--- src/design/gmd_pkg.sv ---
package gmd_pkg;

    localparam int CFG_W     = 5;
    localparam int COORD_W   = 4;
    localparam int MARK_W    = 2;
    localparam int DIR_W     = 3;
    localparam int CFG_IDX_W = 1;

    typedef enum logic [1:0] {
        OP_LOAD = 2'd0,
        OP_RUN  = 2'd1,
        OP_READ = 2'd2
    } opcode_t;

    localparam logic [MARK_W-1:0] MARK_OPEN    = 2'd0;
    localparam logic [MARK_W-1:0] MARK_VISITED = 2'd2;
    localparam logic [MARK_W-1:0] MARK_DEAD    = 2'd3;

    localparam logic [DIR_W-1:0] DIR_N    = 3'd0;
    localparam logic [DIR_W-1:0] DIR_E    = 3'd1;
    localparam logic [DIR_W-1:0] DIR_S    = 3'd2;
    localparam logic [DIR_W-1:0] DIR_W_   = 3'd3;
    localparam logic [DIR_W-1:0] DIR_DONE = 3'd4;

    localparam logic KIND_SEARCH = 1'b0;
    localparam logic KIND_READ   = 1'b1;

    localparam logic [CFG_IDX_W-1:0] REG_ROWS_IN_USE = 1'd0;
    localparam logic [CFG_IDX_W-1:0] REG_COLS_IN_USE = 1'd1;

    localparam logic [CFG_W-1:0] ROWS_RESET = 5'd10;
    localparam logic [CFG_W-1:0] COLS_RESET = 5'd10;

    typedef enum logic [2:0] {
        ST_IDLE,
        ST_READ,
        ST_PROBE,
        ST_CHECK,
        ST_FAIL,
        ST_POP
    } state_t;

    typedef struct packed {
        logic               valid;
        logic [1:0]         opcode;
        logic [COORD_W-1:0] row;
        logic [COORD_W-1:0] col;
        logic [MARK_W-1:0]  cell_in;
        logic [COORD_W-1:0] goal_row;
        logic [COORD_W-1:0] goal_col;
    } cmd_t;

    typedef struct packed {
        logic              valid;
        logic              reply_kind;
        logic              found;
        logic [MARK_W-1:0] cell_out;
    } rsp_t;

endpackage

--- src/design/gmd_engine.sv ---
module gmd_engine #(
    parameter int MAX_ROWS    = 16,
    parameter int MAX_COLS    = 16,
    parameter int STACK_DEPTH = 256
) (
    input  logic                       aclk,
    input  logic                       aresetn,
    input  gmd_pkg::cmd_t              cmd,
    input  logic [gmd_pkg::CFG_W-1:0]  rows_in_use,
    input  logic [gmd_pkg::CFG_W-1:0]  cols_in_use,
    output logic                       busy,
    output gmd_pkg::rsp_t              rsp
);

    localparam int RIX_W  = (MAX_ROWS > 1) ? $clog2(MAX_ROWS) : 1;
    localparam int CIX_W  = (MAX_COLS > 1) ? $clog2(MAX_COLS) : 1;
    localparam int RLIM_W = ($clog2(MAX_ROWS + 1) > gmd_pkg::CFG_W) ?
                            $clog2(MAX_ROWS + 1) : gmd_pkg::CFG_W;
    localparam int CLIM_W = ($clog2(MAX_COLS + 1) > gmd_pkg::CFG_W) ?
                            $clog2(MAX_COLS + 1) : gmd_pkg::CFG_W;
    localparam int RPOS_W = RLIM_W + 1;
    localparam int CPOS_W = CLIM_W + 1;
    localparam int GDEPTH = MAX_ROWS * MAX_COLS;
    localparam int GA_W   = $clog2(GDEPTH);
    localparam int SIX_W  = $clog2(STACK_DEPTH);
    localparam int CNT_W  = $clog2(STACK_DEPTH + 1);
    localparam int SE_W   = RIX_W + CIX_W + gmd_pkg::DIR_W;

    gmd_pkg::state_t state_reg, state_next;

    logic [RPOS_W-1:0]           r_reg, r_next;
    logic [CPOS_W-1:0]           c_reg, c_next;
    logic [CNT_W-1:0]            cnt_reg, cnt_next;
    logic [gmd_pkg::COORD_W-1:0] gr_reg, gr_next;
    logic [gmd_pkg::COORD_W-1:0] gc_reg, gc_next;
    logic                        rd_ok_reg, rd_ok_next;

    logic [gmd_pkg::MARK_W-1:0] grid_mem [GDEPTH];
    logic [gmd_pkg::MARK_W-1:0] grid_q_reg;
    logic                       grid_we;
    logic [GA_W-1:0]            grid_waddr;
    logic [gmd_pkg::MARK_W-1:0] grid_wdata;
    logic                       grid_re;
    logic [GA_W-1:0]            grid_raddr;

    logic [SE_W-1:0]  stk_mem [STACK_DEPTH];
    logic [SE_W-1:0]  stk_q_reg;
    logic             stk_we;
    logic [SIX_W-1:0] stk_waddr;
    logic [SE_W-1:0]  stk_wdata;
    logic             stk_re;
    logic [SIX_W-1:0] stk_raddr;

    logic [RLIM_W-1:0] rlim;
    logic [CLIM_W-1:0] clim;
    logic              in_b;
    logic              enter_ok;
    logic              full;
    logic              at_goal;
    logic              cnt_zero;
    logic              cmd_in_store;
    logic [GA_W-1:0]   cmd_addr;
    logic [GA_W-1:0]   walk_addr;
    logic [GA_W-1:0]   pop_addr;
    logic [RIX_W-1:0]  pop_r;
    logic [CIX_W-1:0]  pop_c;
    logic [gmd_pkg::DIR_W-1:0] pop_d;
    logic [gmd_pkg::DIR_W-1:0] pop_dn;
    logic [CNT_W-1:0]  cnt_dec;

    // bounds and hit tests
    assign rlim = (RLIM_W'(rows_in_use) > RLIM_W'(MAX_ROWS)) ? RLIM_W'(MAX_ROWS)
                                                              : RLIM_W'(rows_in_use);
    assign clim = (CLIM_W'(cols_in_use) > CLIM_W'(MAX_COLS)) ? CLIM_W'(MAX_COLS)
                                                              : CLIM_W'(cols_in_use);
    assign in_b = !r_reg[RPOS_W-1] && !c_reg[CPOS_W-1] &&
                  (r_reg[RLIM_W-1:0] < rlim) && (c_reg[CLIM_W-1:0] < clim);
    assign enter_ok = (grid_q_reg == gmd_pkg::MARK_OPEN);
    assign full     = (cnt_reg == CNT_W'(STACK_DEPTH));
    assign cnt_zero = (cnt_reg == '0);
    assign cnt_dec  = cnt_reg - CNT_W'(1);
    assign at_goal  = (r_reg == RPOS_W'(gr_reg)) && (c_reg == CPOS_W'(gc_reg));

    assign cmd_in_store = (32'(cmd.row) < MAX_ROWS) && (32'(cmd.col) < MAX_COLS);
    assign cmd_addr  = GA_W'(32'(cmd.row) * MAX_COLS + 32'(cmd.col));
    assign walk_addr = GA_W'(32'(r_reg[RIX_W-1:0]) * MAX_COLS + 32'(c_reg[CIX_W-1:0]));

    assign {pop_r, pop_c, pop_d} = stk_q_reg;
    assign pop_dn   = pop_d + gmd_pkg::DIR_W'(1);
    assign pop_addr = GA_W'(32'(pop_r) * MAX_COLS + 32'(pop_c));

    assign busy = (state_reg != gmd_pkg::ST_IDLE);

    always_comb begin
        state_next = state_reg;
        case (state_reg)
            gmd_pkg::ST_IDLE: begin
                if (cmd.valid) begin
                    case (cmd.opcode)
                        gmd_pkg::OP_RUN:  state_next = gmd_pkg::ST_PROBE;
                        gmd_pkg::OP_READ: state_next = gmd_pkg::ST_READ;
                        default:          state_next = gmd_pkg::ST_IDLE;
                    endcase
                end
            end
            gmd_pkg::ST_READ:  state_next = gmd_pkg::ST_IDLE;
            gmd_pkg::ST_PROBE: state_next = in_b ? gmd_pkg::ST_CHECK : gmd_pkg::ST_FAIL;
            gmd_pkg::ST_CHECK: begin
                if (!enter_ok) begin
                    state_next = gmd_pkg::ST_FAIL;
                end else if (full || at_goal) begin
                    state_next = gmd_pkg::ST_IDLE;
                end else begin
                    state_next = gmd_pkg::ST_PROBE;
                end
            end
            gmd_pkg::ST_FAIL: state_next = cnt_zero ? gmd_pkg::ST_IDLE : gmd_pkg::ST_POP;
            gmd_pkg::ST_POP: begin
                if (pop_d != gmd_pkg::DIR_DONE) begin
                    state_next = gmd_pkg::ST_PROBE;
                end else if (cnt_zero) begin
                    state_next = gmd_pkg::ST_IDLE;
                end else begin
                    state_next = gmd_pkg::ST_POP;
                end
            end
            default: state_next = gmd_pkg::ST_IDLE;
        endcase
    end

    always_comb begin
        r_next     = r_reg;
        c_next     = c_reg;
        cnt_next   = cnt_reg;
        gr_next    = gr_reg;
        gc_next    = gc_reg;
        rd_ok_next = rd_ok_reg;
        grid_we    = 1'b0;
        grid_waddr = walk_addr;
        grid_wdata = gmd_pkg::MARK_VISITED;
        grid_re    = 1'b0;
        grid_raddr = walk_addr;
        stk_we     = 1'b0;
        stk_waddr  = cnt_reg[SIX_W-1:0];
        stk_wdata  = {r_reg[RIX_W-1:0], c_reg[CIX_W-1:0], gmd_pkg::DIR_N};
        stk_re     = 1'b0;
        stk_raddr  = cnt_dec[SIX_W-1:0];
        rsp        = '0;
        case (state_reg)
            gmd_pkg::ST_IDLE: begin
                if (cmd.valid) begin
                    case (cmd.opcode)
                        gmd_pkg::OP_LOAD: begin
                            grid_we    = cmd_in_store;
                            grid_waddr = cmd_addr;
                            grid_wdata = cmd.cell_in;
                        end
                        gmd_pkg::OP_RUN: begin
                            r_next   = RPOS_W'(cmd.row);
                            c_next   = CPOS_W'(cmd.col);
                            gr_next  = cmd.goal_row;
                            gc_next  = cmd.goal_col;
                            cnt_next = '0;
                        end
                        gmd_pkg::OP_READ: begin
                            grid_re    = cmd_in_store;
                            grid_raddr = cmd_addr;
                            rd_ok_next = cmd_in_store;
                        end
                        default: ;
                    endcase
                end
            end
            gmd_pkg::ST_READ: begin
                rsp.valid      = 1'b1;
                rsp.reply_kind = gmd_pkg::KIND_READ;
                rsp.cell_out   = rd_ok_reg ? grid_q_reg : gmd_pkg::MARK_OPEN;
            end
            gmd_pkg::ST_PROBE: begin
                grid_re = in_b;
            end
            gmd_pkg::ST_CHECK: begin
                if (enter_ok) begin
                    grid_we = 1'b1;
                    if (full) begin
                        rsp.valid = 1'b1;
                    end else begin
                        stk_we   = 1'b1;
                        cnt_next = cnt_reg + CNT_W'(1);
                        if (at_goal) begin
                            rsp.valid = 1'b1;
                            rsp.found = 1'b1;
                        end else begin
                            r_next = r_reg - RPOS_W'(1);
                        end
                    end
                end
            end
            gmd_pkg::ST_FAIL: begin
                if (cnt_zero) begin
                    rsp.valid = 1'b1;
                end else begin
                    cnt_next = cnt_dec;
                    stk_re   = 1'b1;
                end
            end
            gmd_pkg::ST_POP: begin
                r_next = RPOS_W'(pop_r);
                c_next = CPOS_W'(pop_c);
                if (pop_d == gmd_pkg::DIR_DONE) begin
                    grid_we    = 1'b1;
                    grid_waddr = pop_addr;
                    grid_wdata = gmd_pkg::MARK_DEAD;
                    if (cnt_zero) begin
                        rsp.valid = 1'b1;
                    end else begin
                        cnt_next = cnt_dec;
                        stk_re   = 1'b1;
                    end
                end else begin
                    stk_we    = 1'b1;
                    stk_wdata = {pop_r, pop_c, pop_dn};
                    cnt_next  = cnt_reg + CNT_W'(1);
                    case (pop_dn)
                        gmd_pkg::DIR_E:  c_next = CPOS_W'(pop_c) + CPOS_W'(1);
                        gmd_pkg::DIR_S:  r_next = RPOS_W'(pop_r) + RPOS_W'(1);
                        gmd_pkg::DIR_W_: c_next = CPOS_W'(pop_c) - CPOS_W'(1);
                        default:         r_next = RPOS_W'(pop_r);
                    endcase
                end
            end
            default: ;
        endcase
    end

    always_ff @(posedge aclk) begin
        if (!aresetn) begin
            state_reg <= gmd_pkg::ST_IDLE;
            cnt_reg   <= '0;
        end else begin
            state_reg <= state_next;
            cnt_reg   <= cnt_next;
        end
    end

    always_ff @(posedge aclk) begin
        r_reg     <= r_next;
        c_reg     <= c_next;
        gr_reg    <= gr_next;
        gc_reg    <= gc_next;
        rd_ok_reg <= rd_ok_next;
    end

    always_ff @(posedge aclk) begin
        if (grid_we) begin
            grid_mem[grid_waddr] <= grid_wdata;
        end
        if (grid_re) begin
            grid_q_reg <= grid_mem[grid_raddr];
        end
    end

    always_ff @(posedge aclk) begin
        if (stk_we) begin
            stk_mem[stk_waddr] <= stk_wdata;
        end
        if (stk_re) begin
            stk_q_reg <= stk_mem[stk_raddr];
        end
    end

    a_cnt_bound: assert property (@(posedge aclk) disable iff (!aresetn)
        cnt_reg <= CNT_W'(STACK_DEPTH))
        else $error("stack count beyond depth");

    a_pop_room: assert property (@(posedge aclk) disable iff (!aresetn)
        state_reg == gmd_pkg::ST_POP |-> cnt_reg < CNT_W'(STACK_DEPTH))
        else $error("pop with full stack");

    a_run_start: assert property (@(posedge aclk) disable iff (!aresetn)
        state_reg == gmd_pkg::ST_IDLE && cmd.valid && cmd.opcode == gmd_pkg::OP_RUN
        |=> state_reg == gmd_pkg::ST_PROBE && cnt_reg == '0)
        else $error("run did not start with empty stack");

    a_check_after_probe: assert property (@(posedge aclk) disable iff (!aresetn)
        state_reg == gmd_pkg::ST_CHECK |-> $past(state_reg == gmd_pkg::ST_PROBE))
        else $error("mark check without grid read");

endmodule

--- src/design/grid_maze_dfs_solver.sv ---
// channel   dir  handshake            payload
// s_        in   s_tvalid/s_tready    tuser opcode; tdata row, col, cell_in, goal_row, goal_col
// m_        out  m_tvalid/m_tready    tuser reply_kind; tdata found, cell_out
// cfg_wr_   in   cfg_wr_en            index 0 rows_in_use, 1 cols_in_use
//
// load writes the grid and returns no result word; read answers from the read state (registered grid read)
// run step into an open cell: probe, mark check; out of bounds: probe, fail, pop; into a
// blocked cell: probe, mark check, fail, pop; each dead cell is unwound in the pop state
// the registered grid read and stack read set the step length; no s_ word is taken during a run
// reset clears control state and loads 10 rows and 10 columns in use; grid and stack hold
// a waiting result blocks new words until taken; the result register frees in the same cycle
module grid_maze_dfs_solver #(
    parameter int MAX_ROWS    = 16,
    parameter int MAX_COLS    = 16,
    parameter int STACK_DEPTH = 256
) (
    input  logic                              aclk,
    input  logic                              aresetn,
    input  logic                              s_tvalid,
    output logic                              s_tready,
    input  logic [23:0]                       s_tdata,  // row, col, cell_in, goal_row, goal_col
    input  logic [1:0]                        s_tuser,  // opcode
    output logic                              m_tvalid,
    input  logic                              m_tready,
    output logic [7:0]                        m_tdata,  // found, cell_out
    output logic                              m_tuser,  // reply_kind
    input  logic                              cfg_wr_en,
    input  logic [gmd_pkg::CFG_IDX_W-1:0]     cfg_wr_index,
    input  logic [gmd_pkg::CFG_W-1:0]         cfg_wr_data
);

    logic [gmd_pkg::CFG_W-1:0] rows_reg, rows_next;
    logic [gmd_pkg::CFG_W-1:0] cols_reg, cols_next;

    logic                       m_valid_reg, m_valid_next;
    logic                       m_kind_reg, m_kind_next;
    logic                       m_found_reg, m_found_next;
    logic [gmd_pkg::MARK_W-1:0] m_cell_reg, m_cell_next;

    gmd_pkg::cmd_t eng_cmd;
    gmd_pkg::rsp_t eng_rsp;
    logic          eng_busy;

    assign s_tready = !eng_busy && (!m_valid_reg || m_tready);

    assign eng_cmd.valid    = s_tvalid && s_tready;
    assign eng_cmd.opcode   = s_tuser;
    assign eng_cmd.row      = s_tdata[3:0];
    assign eng_cmd.col      = s_tdata[7:4];
    assign eng_cmd.cell_in  = s_tdata[9:8];
    assign eng_cmd.goal_row = s_tdata[13:10];
    assign eng_cmd.goal_col = s_tdata[17:14];

    gmd_engine #(
        .MAX_ROWS    (MAX_ROWS),
        .MAX_COLS    (MAX_COLS),
        .STACK_DEPTH (STACK_DEPTH)
    ) u_engine (
        .aclk        (aclk),
        .aresetn     (aresetn),
        .cmd         (eng_cmd),
        .rows_in_use (rows_reg),
        .cols_in_use (cols_reg),
        .busy        (eng_busy),
        .rsp         (eng_rsp)
    );

    always_comb begin
        rows_next = rows_reg;
        cols_next = cols_reg;
        if (cfg_wr_en) begin
            case (cfg_wr_index)
                gmd_pkg::REG_ROWS_IN_USE: rows_next = cfg_wr_data;
                gmd_pkg::REG_COLS_IN_USE: cols_next = cfg_wr_data;
                default: ;
            endcase
        end
    end

    // result word register
    always_comb begin
        m_valid_next = m_valid_reg;
        m_kind_next  = m_kind_reg;
        m_found_next = m_found_reg;
        m_cell_next  = m_cell_reg;
        if (eng_rsp.valid) begin
            m_valid_next = 1'b1;
            m_kind_next  = eng_rsp.reply_kind;
            m_found_next = eng_rsp.found;
            m_cell_next  = eng_rsp.cell_out;
        end else if (m_tready) begin
            m_valid_next = 1'b0;
        end
    end

    always_ff @(posedge aclk) begin
        if (!aresetn) begin
            rows_reg    <= gmd_pkg::ROWS_RESET;
            cols_reg    <= gmd_pkg::COLS_RESET;
            m_valid_reg <= 1'b0;
        end else begin
            rows_reg    <= rows_next;
            cols_reg    <= cols_next;
            m_valid_reg <= m_valid_next;
        end
    end

    always_ff @(posedge aclk) begin
        m_kind_reg  <= m_kind_next;
        m_found_reg <= m_found_next;
        m_cell_reg  <= m_cell_next;
    end

    assign m_tvalid = m_valid_reg;
    assign m_tuser  = m_kind_reg;
    assign m_tdata  = {5'd0, m_cell_reg, m_found_reg};

    a_slot_free: assert property (@(posedge aclk) disable iff (!aresetn)
        eng_rsp.valid |-> !m_valid_reg)
        else $error("result overwrites waiting word");

    a_busy_no_accept: assert property (@(posedge aclk) disable iff (!aresetn)
        eng_busy |-> !eng_cmd.valid)
        else $error("word accepted during search");

    a_run_reply: assert property (@(posedge aclk) disable iff (!aresetn)
        eng_rsp.valid && eng_rsp.reply_kind == gmd_pkg::KIND_SEARCH |-> eng_rsp.cell_out == '0)
        else $error("search result carries a mark");

endmodule
--- config.mk ---
export PLATFORM = sky130hd
export DESIGN_NAME = grid_maze_dfs_solver
export DESIGN_NICKNAME = d
export VERILOG_FILES = /design/src/design/gmd_pkg.sv /design/src/design/gmd_engine.sv /design/src/design/grid_maze_dfs_solver.sv
export SDC_FILE = /design/constraint.sdc
export NUM_CORES = 2
export LEC_CHECK = 0
export BUFFER_PORTS_ARGS = -buffer_cell sky130_fd_sc_hd__buf_2
export CAP_MARGIN = 20
export CORE_MARGIN = 4
export CORE_UTILIZATION = 31
export CTS_BUF_LIST = sky130_fd_sc_hd__clkbuf_8 sky130_fd_sc_hd__clkbuf_16
export DETAILED_ROUTE_END_ITERATION = 7
export HOLD_SLACK_MARGIN = 0.1
export PLACE_DENSITY_LB_ADDON = 0.05
export SYNTH_ARGS = -nofsm -noshare
export SYNTH_HDL_FRONTEND = slang
export SYNTH_HIERARCHICAL = 1
export SYNTH_SLANG_ARGS = --single-unit
export TNS_END_PERCENT = 30
--- constraint.sdc ---
create_clock -name aclk -period 14.1 [get_ports aclk]
set_input_delay 2.82 -clock aclk [delete_from_list [all_inputs] [get_ports aclk]]
set_output_delay 2.82 -clock aclk [all_outputs]
set_load 0.005 [all_outputs]
==> flow_summary.ini <==
[job]
cap_violations = 0

[pwr]
irDropWorstVdd_mv = 0.139
p_leak_nw = 46.8
power_density_nw_per_um2 = 138

[sta]
rsz0062_at_grt = no
max_slew.worst_pin.slew_ns = 1.20
min_period_ns = 8.21
max_slew_margin = 0.203
finalMaxSlewViolations = 0
fin_skew_ns = 0.0477
setup_viol = 0
period_share = 0.582
layout_setup_ws_ns = 5.89
fin_setup_tns_ns = 0
timing.fmax_mhz = 122
hold_violations = 0

[finish]
regArea_um2 = 102000
area_growth_pct = 16.2
drive_above_1_share = 0.275
layout.cells.non_filler = 13000
largest_register_ffs = 2816
nets = 7011
fillers = 39500
multi_input_area_um2 = 30800

[global_routing]
grt_pass1_vias = 68400
overflow = 0
antenna_found_initial = 43
grt_pass1_wl_mm = 554
grt_max_degree = 177
grt.total_usage = 0.176

[yosys]
synth_area_leaders = edfxtp_1 (76%), mux4_2 (16%), nor2_1 (1.6%)
synth_edf_count = 3365
synth_top_area_share = 0.756
postSynthCellCount = 6536
synth.distinct_cells = 80
netlist_area_um2 = 134000
synth.avg_cell_area_um2 = 20.4
async_reset_ff_frac = 0
ys_seq_elements = 3388
synth_area_leader_cell = edfxtp_1
ys_warn_count = 6
synth_ff_type = edfxtp_1
synth.most_common_cell = edfxtp_1
ys_top_cells_by_count = edfxtp_1 (3365), mux4_2 (935), nor2_1 (579)
seq_area_frac_synth = 0.760

[clock_network]
htree_levels = 5
numCtsBuffers = 391
clock_sinks = 3388
post-cts-setup-buffers = 0
cts_hold_buf = 0
clk_latency_ns = 0.95
cts_resized = 0
cts-root-buf = clkbuf_16
clkTransAtPathRegs_ns = 0.06
cts_buffer_depth = 4
cts_tree = built

[floorplanning]
die_area_um2 = 442000
num_io_pins = 48
coreArea_um2 = 429000
num_rows = 240
dieHeight_um = 665
dieWidth_um = 665
initial_core_util = 0.312

[worst_setup_path]
worst_setup_path_start_kind = input pin
end_kind = register
reg2reg_slack_ns = 6.14
crit_type = input pin to register
reg2reg_depth = 15
required_ns = 14.74
arrival_ns = 8.85
worst-path-max-fanout = 52

[routing]
vias_per_cell = 5.11
first_iter_violations = 6552
remaining_drc_errors = 0
routedWlPerCell_um = 30.6
drt_wl_total_mm = 396
vias = 66200
antenna_left = 0
drt_pass1_iterations = 7

[placed_design]
portBuffers = 36
pre_cts_slack_ns = 4.88
gp_congestion = 0.747
post-dp-hpwl_mm = 237
place_inst = 12200

[min_path]
min_path_cells = 2
hp-class = register to register

[outcome]
outcome = finished clean
layer usage:
metal,part of all wire,track usage
met1,0.46,0.256
met2,0.48,0.283
met3,0.045,0.0220
met4,0.022,0.0392
met5,0,0
worst max-delay path, cell delays in order:
cell and delay [ns]:
buf_2 0.07, nor2b_1 0.05, nor3b_1 0.74, nand3b_1 0.62, o21ai_4 0.29, buf_4 0.51
nand2_4 0.23, buf_4 0.40, buf_4 0.41, nor2_2 0.73, a31oi_1 0.25, nand3_1 0.24
nand4_1 0.16, or4_1 0.53, or4_1 0.67
power by group:
group          total, W  switching, W  internal, W
logic          0.000618      0.000469     0.000149
clock network   0.00982       0.00409      0.00573
registers        0.0110     0.0000114       0.0110
worst paths after layout:
kind | startpoint | endpoint
max | m_tready | u_engine/grid_q_reg[1]
min | rows_reg[4] | rows_reg[4]
max reg2reg | u_engine/state_reg[2] | u_engine/grid_q_reg[1]
min reg2reg | rows_reg[4] | rows_reg[4]
cells in the final DEF, fill, tap and decap left out, drive strengths merged, types with 33 or more instances in the layout:
| cell | count |
|---|---|
| a211oi | 55 |
| clkbuf | 401 |
| a31oi | 40 |
| a21oi | 70 |
| clkinv | 183 |
| nand3 | 101 |
| bufinv | 33 |
| and3 | 67 |
| mux4 | 935 |
| buf | 421 |
| mux2i | 41 |
| nor2 | 582 |
| inv | 116 |
| o21ai | 73 |
| nand2 | 401 |
| edfxtp | 3365 |
cells by family after synthesis:
| group | after synthesis | synth area share |
|---|---|---|
| simple gates | 1280 | 0.0411 |
| compound gates | 394 | 0.0204 |
| mux | 996 | 0.162 |
| fa+ha+maj | 21 | 0.00197 |
| other cells | 1 | 0.0000281 |
| xor+xnor | 25 | 0.00164 |
| flops | 3388 | 0.760 |
| buf+inv | 431 | 0.0130 |
through the flow:
step | util | area (um2) | power, W | hold WS [ns]
after floorplan | - | 134000 | 0.0116 | 0.435
after global placement | 0.332 | 142000 | 0.0119 | 0.453
after detailed placement | 0.333 | 143000 | 0.0119 | 0.453
after CTS | 0.362 | 155000 | 0.0218 | 0.465
after global routing | 0.362 | 155000 | 0.0223 | 0.484
final | 0.362 | 155000 | 0.0215 | 0.472
area by class of cell:
cell class / count / share of cell area
diodes: 12 / 0.000193
multi-input cells: 2721 / 0.198
repair buffers: 421 / 0.0214
inverters: 30 / 0.000725
flip-flops and latches: 3388 / 0.654
well taps: 5687 / 0.0458
clock buffers: 401 / 0.0645
clock inverters: 309 / 0.0156
Power figures use the tool's default switching activity.
